**src/rtl/core/segsp_pkg.sv**
```systemverilog
// Shared constants, types and microcode fields of the ancestry segment splitter.
package segsp_pkg;

   localparam int MAX_BREAKS  = 16;
   localparam int POS_BITS    = 20;
   localparam int PARENT_BITS = 16;
   localparam int CHROM_BITS  = 6;
   localparam int FUNC_BITS   = 2;

   // Counters hold 0..MAX_BREAKS; the store index covers 0..MAX_BREAKS-1.
   localparam int CNT_BITS = $clog2(MAX_BREAKS + 1);
   localparam int IDX_BITS = (MAX_BREAKS > 1) ? $clog2(MAX_BREAKS) : 1;

   localparam int REQ_RAW_BITS  = PARENT_BITS + 1 + 3 * POS_BITS + CHROM_BITS;
   localparam int REQ_DATA_BITS = ((REQ_RAW_BITS + 7) / 8) * 8;
   localparam int REQ_PAD_BITS  = REQ_DATA_BITS - REQ_RAW_BITS;

   localparam int RSP_RAW_BITS  = PARENT_BITS + CHROM_BITS + 1 + 2 * POS_BITS;
   localparam int RSP_DATA_BITS = ((RSP_RAW_BITS + 7) / 8) * 8;
   localparam int RSP_PAD_BITS  = RSP_DATA_BITS - RSP_RAW_BITS;

   localparam logic [FUNC_BITS-1:0] FUNC_START   = FUNC_BITS'(0);
   localparam logic [FUNC_BITS-1:0] FUNC_BREAK   = FUNC_BITS'(1);
   localparam logic [FUNC_BITS-1:0] FUNC_SEGMENT = FUNC_BITS'(2);

   typedef logic [POS_BITS-1:0] pos_type;

   typedef struct packed {
      logic [REQ_PAD_BITS-1:0] pad;
      logic [CHROM_BITS-1:0]   chrom_number;
      pos_type                 seg_end;
      pos_type                 seg_start;
      pos_type                 break_pos;
      logic                    start_chrom;
      logic [PARENT_BITS-1:0]  parent_id;
   } req_data_type;

   typedef struct packed {
      logic [RSP_PAD_BITS-1:0] pad;
      pos_type                 piece_end;
      pos_type                 piece_start;
      logic                    piece_copy;
      logic [CHROM_BITS-1:0]   piece_chrom_number;
      logic [PARENT_BITS-1:0]  piece_parent;
   } rsp_data_type;

   typedef struct packed {
      logic                   last;
      pos_type                piece_end;
      pos_type                piece_start;
      logic                   copy;
      logic [CHROM_BITS-1:0]  chrom;
      logic [PARENT_BITS-1:0] parent;
   } piece_type;

   typedef enum logic [2:0] {
      STEP_FETCH,
      STEP_START,
      STEP_BREAK,
      STEP_WALK,
      STEP_TAIL
   } step_type;

   typedef enum logic [2:0] {
      ACT_NONE,
      ACT_START,
      ACT_BREAK,
      ACT_WALK,
      ACT_TAIL
   } act_type;

   typedef enum logic [1:0] {
      JMP_FUNC,
      JMP_GOTO,
      JMP_LOOP
   } jmp_type;

   typedef struct packed {
      logic     accept;
      act_type  act;
      jmp_type  jmp;
      step_type target;
   } ctl_type;

   typedef struct packed {
      act_type act;
      logic    fire;
   } cmd_type;

   typedef struct packed {
      logic walk_done;
      logic walk_emit;
      logic tail_emit;
   } sts_type;

endpackage

```
**src/rtl/core/segsp_walk_dp.sv**
```systemverilog
// Datapath of the splitter: breakpoint file, walk cursor, copy parity and piece forming.
module segsp_walk_dp
   import segsp_pkg::*;
(
   input  logic         clock,
   input  logic         reset,
   input  logic         item_load,
   input  req_data_type item_data,
   input  cmd_type      cmd,
   output sts_type      sts,
   output piece_type    piece
);

   req_data_type item_ff, item_in;
   logic [CNT_BITS-1:0] count_ff, count_in;
   logic [CNT_BITS-1:0] cursor_ff, cursor_in;
   logic parity_ff, parity_in;
   logic [PARENT_BITS-1:0] parent_ff, parent_in;
   pos_type prev_ff, prev_in;
   pos_type bp_ff;
   pos_type break_store_ff [MAX_BREAKS];

   pos_type seg_a, seg_b, bp, from_pos;
   logic more, use_prev, bp_low, bp_inside, walk_done;
   logic advance, store_we;

   always_comb begin
      seg_a     = item_ff.seg_start;
      seg_b     = item_ff.seg_end;
      bp        = bp_ff;
      more      = cursor_ff < count_ff;
      // The previous breakpoint starts the piece when it lies inside the segment.
      use_prev  = (cursor_ff != '0) && (prev_ff > seg_a) && (prev_ff <= seg_b);
      from_pos  = use_prev ? prev_ff : seg_a;
      bp_low    = bp <= seg_a;
      bp_inside = !bp_low && (bp <= seg_b);
      walk_done = !more || (!bp_low && (bp > seg_b));

      sts.walk_done = walk_done;
      sts.walk_emit = more && bp_inside && (from_pos < bp);
      sts.tail_emit = seg_a <= seg_b;

      advance  = (cmd.act == ACT_WALK) && cmd.fire && !walk_done;
      store_we = (cmd.act == ACT_BREAK) && cmd.fire && (count_ff < CNT_BITS'(MAX_BREAKS));

      item_in   = item_load ? item_data : item_ff;
      count_in  = count_ff;
      cursor_in = cursor_ff;
      parity_in = parity_ff;
      parent_in = parent_ff;
      prev_in   = prev_ff;

      case (cmd.act)
         ACT_START: begin
            if (cmd.fire) begin
               parent_in = item_ff.parent_id;
               parity_in = item_ff.start_chrom;
               count_in  = '0;
               cursor_in = '0;
            end
         end
         ACT_BREAK: begin
            if (store_we) begin
               count_in = count_ff + CNT_BITS'(1);
            end
         end
         ACT_WALK: begin
            if (advance) begin
               cursor_in = cursor_ff + CNT_BITS'(1);
               parity_in = ~parity_ff;
               prev_in   = bp;
            end
         end
         default: begin
         end
      endcase

      piece.parent      = parent_ff;
      piece.chrom       = item_ff.chrom_number;
      piece.copy        = parity_ff;
      piece.piece_start = from_pos;
      piece.last        = (cmd.act == ACT_TAIL);
      piece.piece_end   = (cmd.act == ACT_TAIL) ? seg_b : (bp - POS_BITS'(1));
   end

   always_ff @(posedge clock) begin
      if (reset) begin
         count_ff  <= '0;
         cursor_ff <= '0;
         parity_ff <= 1'b0;
         parent_ff <= '0;
      end else begin
         count_ff  <= count_in;
         cursor_ff <= cursor_in;
         parity_ff <= parity_in;
         parent_ff <= parent_in;
      end
   end

   always_ff @(posedge clock) begin
      item_ff <= item_in;
      prev_ff <= prev_in;
   end

   // The read port follows the next cursor, so the breakpoint under the cursor is ready in
   // every walk cycle. A breakpoint written at the cursor is picked up in the fetch step.
   always_ff @(posedge clock) begin
      if (store_we) begin
         break_store_ff[count_ff[IDX_BITS-1:0]] <= item_ff.break_pos;
      end
      bp_ff <= break_store_ff[cursor_in[IDX_BITS-1:0]];
   end

endmodule

```
**src/rtl/core/ancestry_segment_splitter.sv**
```systemverilog
// Top level of the ancestry segment splitter: microcode sequencer and result register.
//
//   channel | direction | tdata / tuser / tlast
//   --------+-----------+--------------------------------------------------------------
//   req_    | in        | tuser func; tdata parent, start copy, breakpoint, segment, chrom
//   rsp_    | out       | tdata one piece of a segment; tlast on the remainder piece
//
// A start item or a breakpoint item passes through the fetch step, then one execute step.
// A segment item passes through the fetch, walk and tail steps; the walk step examines one
// breakpoint per cycle through the single read port of the breakpoint file, except while
// a piece waits for the result register to free. Each piece is written to the result
// register at the end of its step and appears on rsp_ in the next cycle.
// Reset is synchronous and clears the sequencer, the counters, the copy parity, the held
// parent and the result valid; the breakpoint file is not cleared, since only loaded
// entries are ever read.
// A step that emits a piece waits while the result register holds an item not yet taken.
module ancestry_segment_splitter
   import segsp_pkg::*;
(
   input  logic                     clock,
   input  logic                     reset,
   input  logic                     req_tvalid,
   output logic                     req_tready,
   // tuser: func
   input  logic [FUNC_BITS-1:0]     req_tuser,
   // tdata from bit 0 up: parent_id, start_chrom, break_pos, seg_start, seg_end,
   // chrom_number, zero fill
   input  logic [REQ_DATA_BITS-1:0] req_tdata,
   output logic                     rsp_tvalid,
   input  logic                     rsp_tready,
   // tdata from bit 0 up: piece_parent, piece_chrom_number, piece_copy, piece_start,
   // piece_end, zero fill
   output logic [RSP_DATA_BITS-1:0] rsp_tdata,
   // tlast: piece_last
   output logic                     rsp_tlast
);

   step_type  step_ff, step_in;
   ctl_type   ctl;
   cmd_type   cmd;
   sts_type   sts;
   piece_type piece;
   piece_type rsp_piece_ff, rsp_piece_in;
   logic      rsp_valid_ff, rsp_valid_in;
   logic      accepted, need_emit, out_free, go, load_out;
   rsp_data_type rsp_data;

   // Microcode table: one control word per step.
   always_comb begin
      case (step_ff)
         STEP_FETCH: ctl = '{accept: 1'b1, act: ACT_NONE,  jmp: JMP_FUNC, target: STEP_FETCH};
         STEP_START: ctl = '{accept: 1'b0, act: ACT_START, jmp: JMP_GOTO, target: STEP_FETCH};
         STEP_BREAK: ctl = '{accept: 1'b0, act: ACT_BREAK, jmp: JMP_GOTO, target: STEP_FETCH};
         STEP_WALK:  ctl = '{accept: 1'b0, act: ACT_WALK,  jmp: JMP_LOOP, target: STEP_TAIL};
         STEP_TAIL:  ctl = '{accept: 1'b0, act: ACT_TAIL,  jmp: JMP_GOTO, target: STEP_FETCH};
         default:    ctl = '{accept: 1'b0, act: ACT_NONE,  jmp: JMP_GOTO, target: STEP_FETCH};
      endcase
   end

   assign req_tready = ctl.accept;
   assign accepted   = req_tvalid && req_tready;

   // A step that emits can run only when the result register is free or draining.
   always_comb begin
      need_emit = ((ctl.act == ACT_WALK) && sts.walk_emit) ||
                  ((ctl.act == ACT_TAIL) && sts.tail_emit);
      out_free  = !rsp_valid_ff || rsp_tready;
      go        = !need_emit || out_free;
      load_out  = need_emit && out_free;
      cmd.act   = ctl.act;
      cmd.fire  = go;
   end

   // Step counter with conditional jumps.
   always_comb begin
      step_in = step_ff;
      case (ctl.jmp)
         JMP_FUNC: begin
            if (accepted) begin
               case (req_tuser)
                  FUNC_START:   step_in = STEP_START;
                  FUNC_BREAK:   step_in = STEP_BREAK;
                  FUNC_SEGMENT: step_in = STEP_WALK;
                  default:      step_in = STEP_FETCH;
               endcase
            end
         end
         JMP_GOTO: begin
            if (go) begin
               step_in = ctl.target;
            end
         end
         JMP_LOOP: begin
            if (go && sts.walk_done) begin
               step_in = ctl.target;
            end
         end
         default: begin
            step_in = STEP_FETCH;
         end
      endcase
   end

   always_ff @(posedge clock) begin
      if (reset) begin
         step_ff <= STEP_FETCH;
      end else begin
         step_ff <= step_in;
      end
   end

   segsp_walk_dp u_walk_dp (
      .clock     (clock),
      .reset     (reset),
      .item_load (accepted),
      .item_data (req_data_type'(req_tdata)),
      .cmd       (cmd),
      .sts       (sts),
      .piece     (piece)
   );

   // Result register: it parts the walk from the consumer of pieces.
   always_comb begin
      rsp_piece_in = load_out ? piece : rsp_piece_ff;
      if (load_out) begin
         rsp_valid_in = 1'b1;
      end else if (rsp_tready) begin
         rsp_valid_in = 1'b0;
      end else begin
         rsp_valid_in = rsp_valid_ff;
      end
   end

   always_ff @(posedge clock) begin
      if (reset) begin
         rsp_valid_ff <= 1'b0;
      end else begin
         rsp_valid_ff <= rsp_valid_in;
      end
   end

   always_ff @(posedge clock) begin
      rsp_piece_ff <= rsp_piece_in;
   end

   always_comb begin
      rsp_data.pad                = '0;
      rsp_data.piece_end          = rsp_piece_ff.piece_end;
      rsp_data.piece_start        = rsp_piece_ff.piece_start;
      rsp_data.piece_copy         = rsp_piece_ff.copy;
      rsp_data.piece_chrom_number = rsp_piece_ff.chrom;
      rsp_data.piece_parent       = rsp_piece_ff.parent;
   end

   assign rsp_tvalid = rsp_valid_ff;
   assign rsp_tdata  = rsp_data;
   assign rsp_tlast  = rsp_piece_ff.last;

   // A segment item always enters the walk in the next cycle.
   a_segment_walks: assert property (@(posedge clock) disable iff (reset)
      (accepted && (req_tuser == FUNC_SEGMENT)) |=> (step_ff == STEP_WALK))
      else $error("segment item did not start the walk");

   // Every piece handed out is a nonempty range.
   a_piece_ordered: assert property (@(posedge clock) disable iff (reset)
      rsp_valid_ff |-> (rsp_piece_ff.piece_start <= rsp_piece_ff.piece_end))
      else $error("piece start lies after its end");

   // A piece is never written over before it has been taken.
   a_no_overwrite: assert property (@(posedge clock) disable iff (reset)
      (rsp_valid_ff && !rsp_tready) |=> (rsp_valid_ff && $stable(rsp_piece_ff)))
      else $error("pending piece was lost");

   // A walk that is done moves on to the tail step in the next cycle.
   a_walk_exit: assert property (@(posedge clock) disable iff (reset)
      ((step_ff == STEP_WALK) && sts.walk_done) |=> (step_ff == STEP_TAIL))
      else $error("walk did not end at the tail step");

endmodule

```
**config.mk**
```make
export PLATFORM = sky130hd
export DESIGN_NAME = ancestry_segment_splitter
export DESIGN_NICKNAME = d
export VERILOG_FILES = /design/src/rtl/core/segsp_pkg.sv /design/src/rtl/core/segsp_walk_dp.sv /design/src/rtl/core/ancestry_segment_splitter.sv
export SDC_FILE = /design/constraint.sdc
export NUM_CORES = 1
export LEC_CHECK = 0
export ABC_CLOCK_PERIOD_IN_PS = 11500
export BUFFER_PORTS_ARGS = -buffer_cell sky130_fd_sc_hd__buf_2
export CORE_UTILIZATION = 35
export CTS_CLUSTER_DIAMETER = 40
export DETAILED_ROUTE_END_ITERATION = 6
export PLACE_DENSITY = 0.61
export SLEW_MARGIN = 10
export SYNTH_ARGS = -nofsm -noshare
export SYNTH_HDL_FRONTEND = slang
export SYNTH_HIERARCHICAL = 1
export SYNTH_SLANG_ARGS = --single-unit
```
**constraint.sdc**
```tcl
create_clock -name clock -period 11.5 [get_ports clock]
set_input_delay 0.575 -clock clock [delete_from_list [all_inputs] [get_ports clock]]
set_output_delay 0.575 -clock clock [all_outputs]
set_load 0.01 [all_outputs]
```
==> run_results.csv <==
group,metric,value,unit
synthesis,synth-edff-count,487,
critical_path,crit_type,"reg2reg",
clocking,htree_levels,3,
die,fp.dieH,259,µm
die,fp.dieW,259,µm
power,p_per_area,173,nW/µm²
clocking,cts_buffer_depth,3,
placement,gp_congestion,0.873,
clocking,cts_tree,"done",
timing,setup_ws,3010,ps
critical_path,endpoint_kind,"register",
clocking,post_cts_resized,0,
route,via_count,13600,
finish,fill_cells,5828,
synthesis,synth_top_flop_cell,"edfxtp_1",
timing,timing.setup.tns,0,ps
global_routing,grt_pass1_vias,13900,
die,initial_core_util,35.6,%
synthesis,syn-cell-area,23100,µm²
route,route.detailed.drc,0,
critical_path,critPathArrivalTime,8950,ps
placement,dp_hpwl,34.8,mm
route,first_pass_iters,5,
synthesis,synth_cells,1564,
power,vdd_drop_max,0.000115,V
clocking,clock-sinks,538,
timing,finalCritPeriodShare,73.9,%
synthesis,synthAdderAreaFrac,7.20,%
timing,hold_viol_final,0,
finish,multi_input_comb_area,6910,µm²
route,post_drt_wl_per_cell,19.8,µm
route,ant_nets,0,
clocking,holdBufCountCts,0,
synthesis,ys_top_cells_by_area,"edfxtp_1, ha_1, mux2i_1",
route,routed_wl,53.4,mm
global_routing,grt_max_degree,124,
synthesis,ys_seq_elements,538,
die,core_area,64800,µm²
synthesis,synth_top_area_cell,"edfxtp_1",
timing,setup_viol,0,
global_routing,grt_use_total,15.9,%
power,p_total,0.00478,W
timing,fin_crit,8490,ps
critical_path,cpMostUsedCell,"a21oi_1",
die,row_count,93,
run_status,outcome,"completed",
critical_path,worst-path-max-fanout,49,
synthesis,synth-simple-area-share,6.50,%
finish,syn_to_final_growth,19.8,%
critical_path,startpoint_type,"register",
global_routing,grt_pass1_wl,80.7,mm
critical_path,cpMaxStageDelayCell,"nand2b_1",
global_routing,antenna_found_initial,1,
critical_path,slowest_delay,950,ps
min_path,hold_depth,1,
clocking,clkLatencyLatePin,630,ps
synthesis,seq_area_frac_synth,67.7,%
die,dieArea,67000,µm²
synthesis,async_flop_share,0,%
finish,nets,2001,
synthesis,synth_cell_types,70,
critical_path,reg2regPathDepth,36,
timing,fin_skew,21.2,ps
min_path,hp-class,"in2reg",
placement,pre_cts_slack,3100,ps
timing,worst-slew-pin-transition,1120,ps
timing,timing.fmax,0.118,GHz
timing,slew_violations,0,
critical_path,required,11960,ps
synthesis,synth.top_cell.area_share,63.3,%
die,io_pins,161,
timing,slew_headroom,25.0,%
run,drv_cap,0,
synthesis,synth_top_family_by_area,"multiplexers",
timing,hold_slack,125,ps
synthesis,synth_nets,1791,
finish,drive_gt1_share,20.9,%
global_routing,grt_overflow,0,
route,drtIter0Drc,902,
route,viasPerCell,5.02,
synthesis,synth-xor-area-share,0.758,%
clocking,path_clk_slew,60,ps
synthesis,synth-compound-area-share,7.03,%
synthesis,ys_warn_count,6,
synthesis,muxShareOfSynthArea,7.99,%
power,p_leak,11.1,nW
clocking,clockRootBuffer,"clkbuf_16",
synthesis,avgSynthCellArea,14.8,µm²
clocking,cts_made_buffers,82,
finish,fin_util,42.7,%
placement,portBuffers,154,
clocking,post-cts-setup-buffer-count,0,
timing,rsz0062_at_grt,"no",
finish,final-seq-area,15600,µm²
==> stage by stage <==
| stage | cell area (µm²) | instances |
|---|---|---|
| 3_3_place_gp | 24900 | 2545 |
| 6_report | 27700 | 2701 |
| 4_1_cts | 27700 | 2699 |
| 5_1_grt | 27700 | 2700 |
| 3_5_place_dp | 24900 | 2545 |
| 2_1_floorplan | 23100 | 1564 |
==> routing by layer <==
layer / vias up / global-route usage [%] / part of all wire, % / wire length [µm]
met4: 0 / 5.87 / 3.1 / 1630
met3: 104 / 2.96 / 4.8 / 2570
met1: 6721 / 20.1 / 43 / 23000
li1: 6445 / - / - / -
met2: 290 / 27.1 / 49 / 26300
met5: - / 0 / 0 / 0
==> registers in the layout (all words and copies together), names as in the netlist, 3 cells and up <==
| signal | count |
|---|---|
| u_walk_dp/prev_ff | 20 |
| u_walk_dp/bp | 20 |
| rsp_tdata | 63 |
| u_walk_dp/cursor_ff | 5 |
| u_walk_dp/parent_ff | 16 |
| u_walk_dp/item_ff | 37 |
| u_walk_dp/seg_a | 20 |
| u_walk_dp/count_ff | 5 |
| u_walk_dp/break_store_ff | 320 |
| u_walk_dp/piece | 6 |
| step_ff | 3 |
| u_walk_dp/seg_b | 20 |
==> cell usage in the layout (no fill, tap or decap), types with 51 or more instances in the layout <==
master,count
nand2_1,93
o22ai_1,79
mux2i_1,162
edfxtp_1,487
dfxtp_1,51
buf_2,154
inv_1,77
nor2_1,65
clkbuf_16,83
a21oi_1,60
ha_1,133
==> kinds of logic (layout without fill, tap and decap cells) <==
logic type	count (synthesis)	in the layout
other	1	3
flip-flops	538	538
AO/OA/AOI/OAI	249	249
buffers and inverters	136	416
XOR/XNOR	20	20
adder cells (fa/ha/maj)	133	133
AND/OR/NAND/NOR	305	305
multiplexers	182	182
==> cell usage after synthesis, types with 4 or more instances <==
| cell | instances |
|---|---|
| ha_1 | 133 |
| o22ai_1 | 79 |
| edfxtp_1 | 487 |
| buf_2 | 14 |
| mux2_2 | 20 |
| inv_1 | 77 |
| nor3_1 | 19 |
| and3_1 | 4 |
| nand3_1 | 19 |
| nand3b_1 | 5 |
| buf_4 | 22 |
| nor2b_1 | 12 |
| xnor2_1 | 19 |
| nor4_1 | 7 |
| buf_6 | 4 |
| o211ai_1 | 5 |
| o21ai_0 | 38 |
| a21o_1 | 27 |
| dfxtp_1 | 51 |
| nand4_1 | 26 |
| nand2b_1 | 14 |
| clkbuf_1 | 16 |
| nand2_1 | 93 |
| a21boi_0 | 4 |
| mux2i_1 | 162 |
| nor2_1 | 78 |
| a21oi_1 | 60 |
| and4_1 | 6 |
==> critical path: cells and delay by family, from the launching register on <==
kind / cells / cell delay, ps
AND/OR/NAND/NOR: 11 / 2210
flip-flops: 1 / 380
AO/OA/AOI/OAI: 17 / 3300
adder cells (fa/ha/maj): 2 / 580
buffers and inverters: 5 / 1390
multiplexers: 1 / 330
==> worst paths after layout <==
check | from | endpoint | slack [ps]
max | u_walk_dp/seg_b[5] | u_walk_dp/bp[19] | 3010
max reg2reg | u_walk_dp/seg_b[5] | u_walk_dp/bp[19] | 3010
min | req_tdata[32] | u_walk_dp/item_ff[32] | 130
min reg2reg | u_walk_dp/piece[21] | rsp_tdata[21] | 410
==> where the power goes <==
| group | leakage, nW | switching, W | internal (W) |
|---|---|---|---|
| logic | 4.92 | 0.000100 | 0.0000670 |
| registers | 4.83 | 0.0000394 | 0.00217 |
| clock network | 1.32 | 0.000964 | 0.00143 |
==> layout make-up <==
class                      count  area share [%]
sequential                   538            56.5
antenna                        2          0.0181
tap                          855            3.87
inverter                      77            1.04
multi-input combinational    890            25.0
clock buffer                  86            7.55
clock inverter                68            2.34
timing repair buffer         185            3.67
Power figures use the tool's default switching activity.
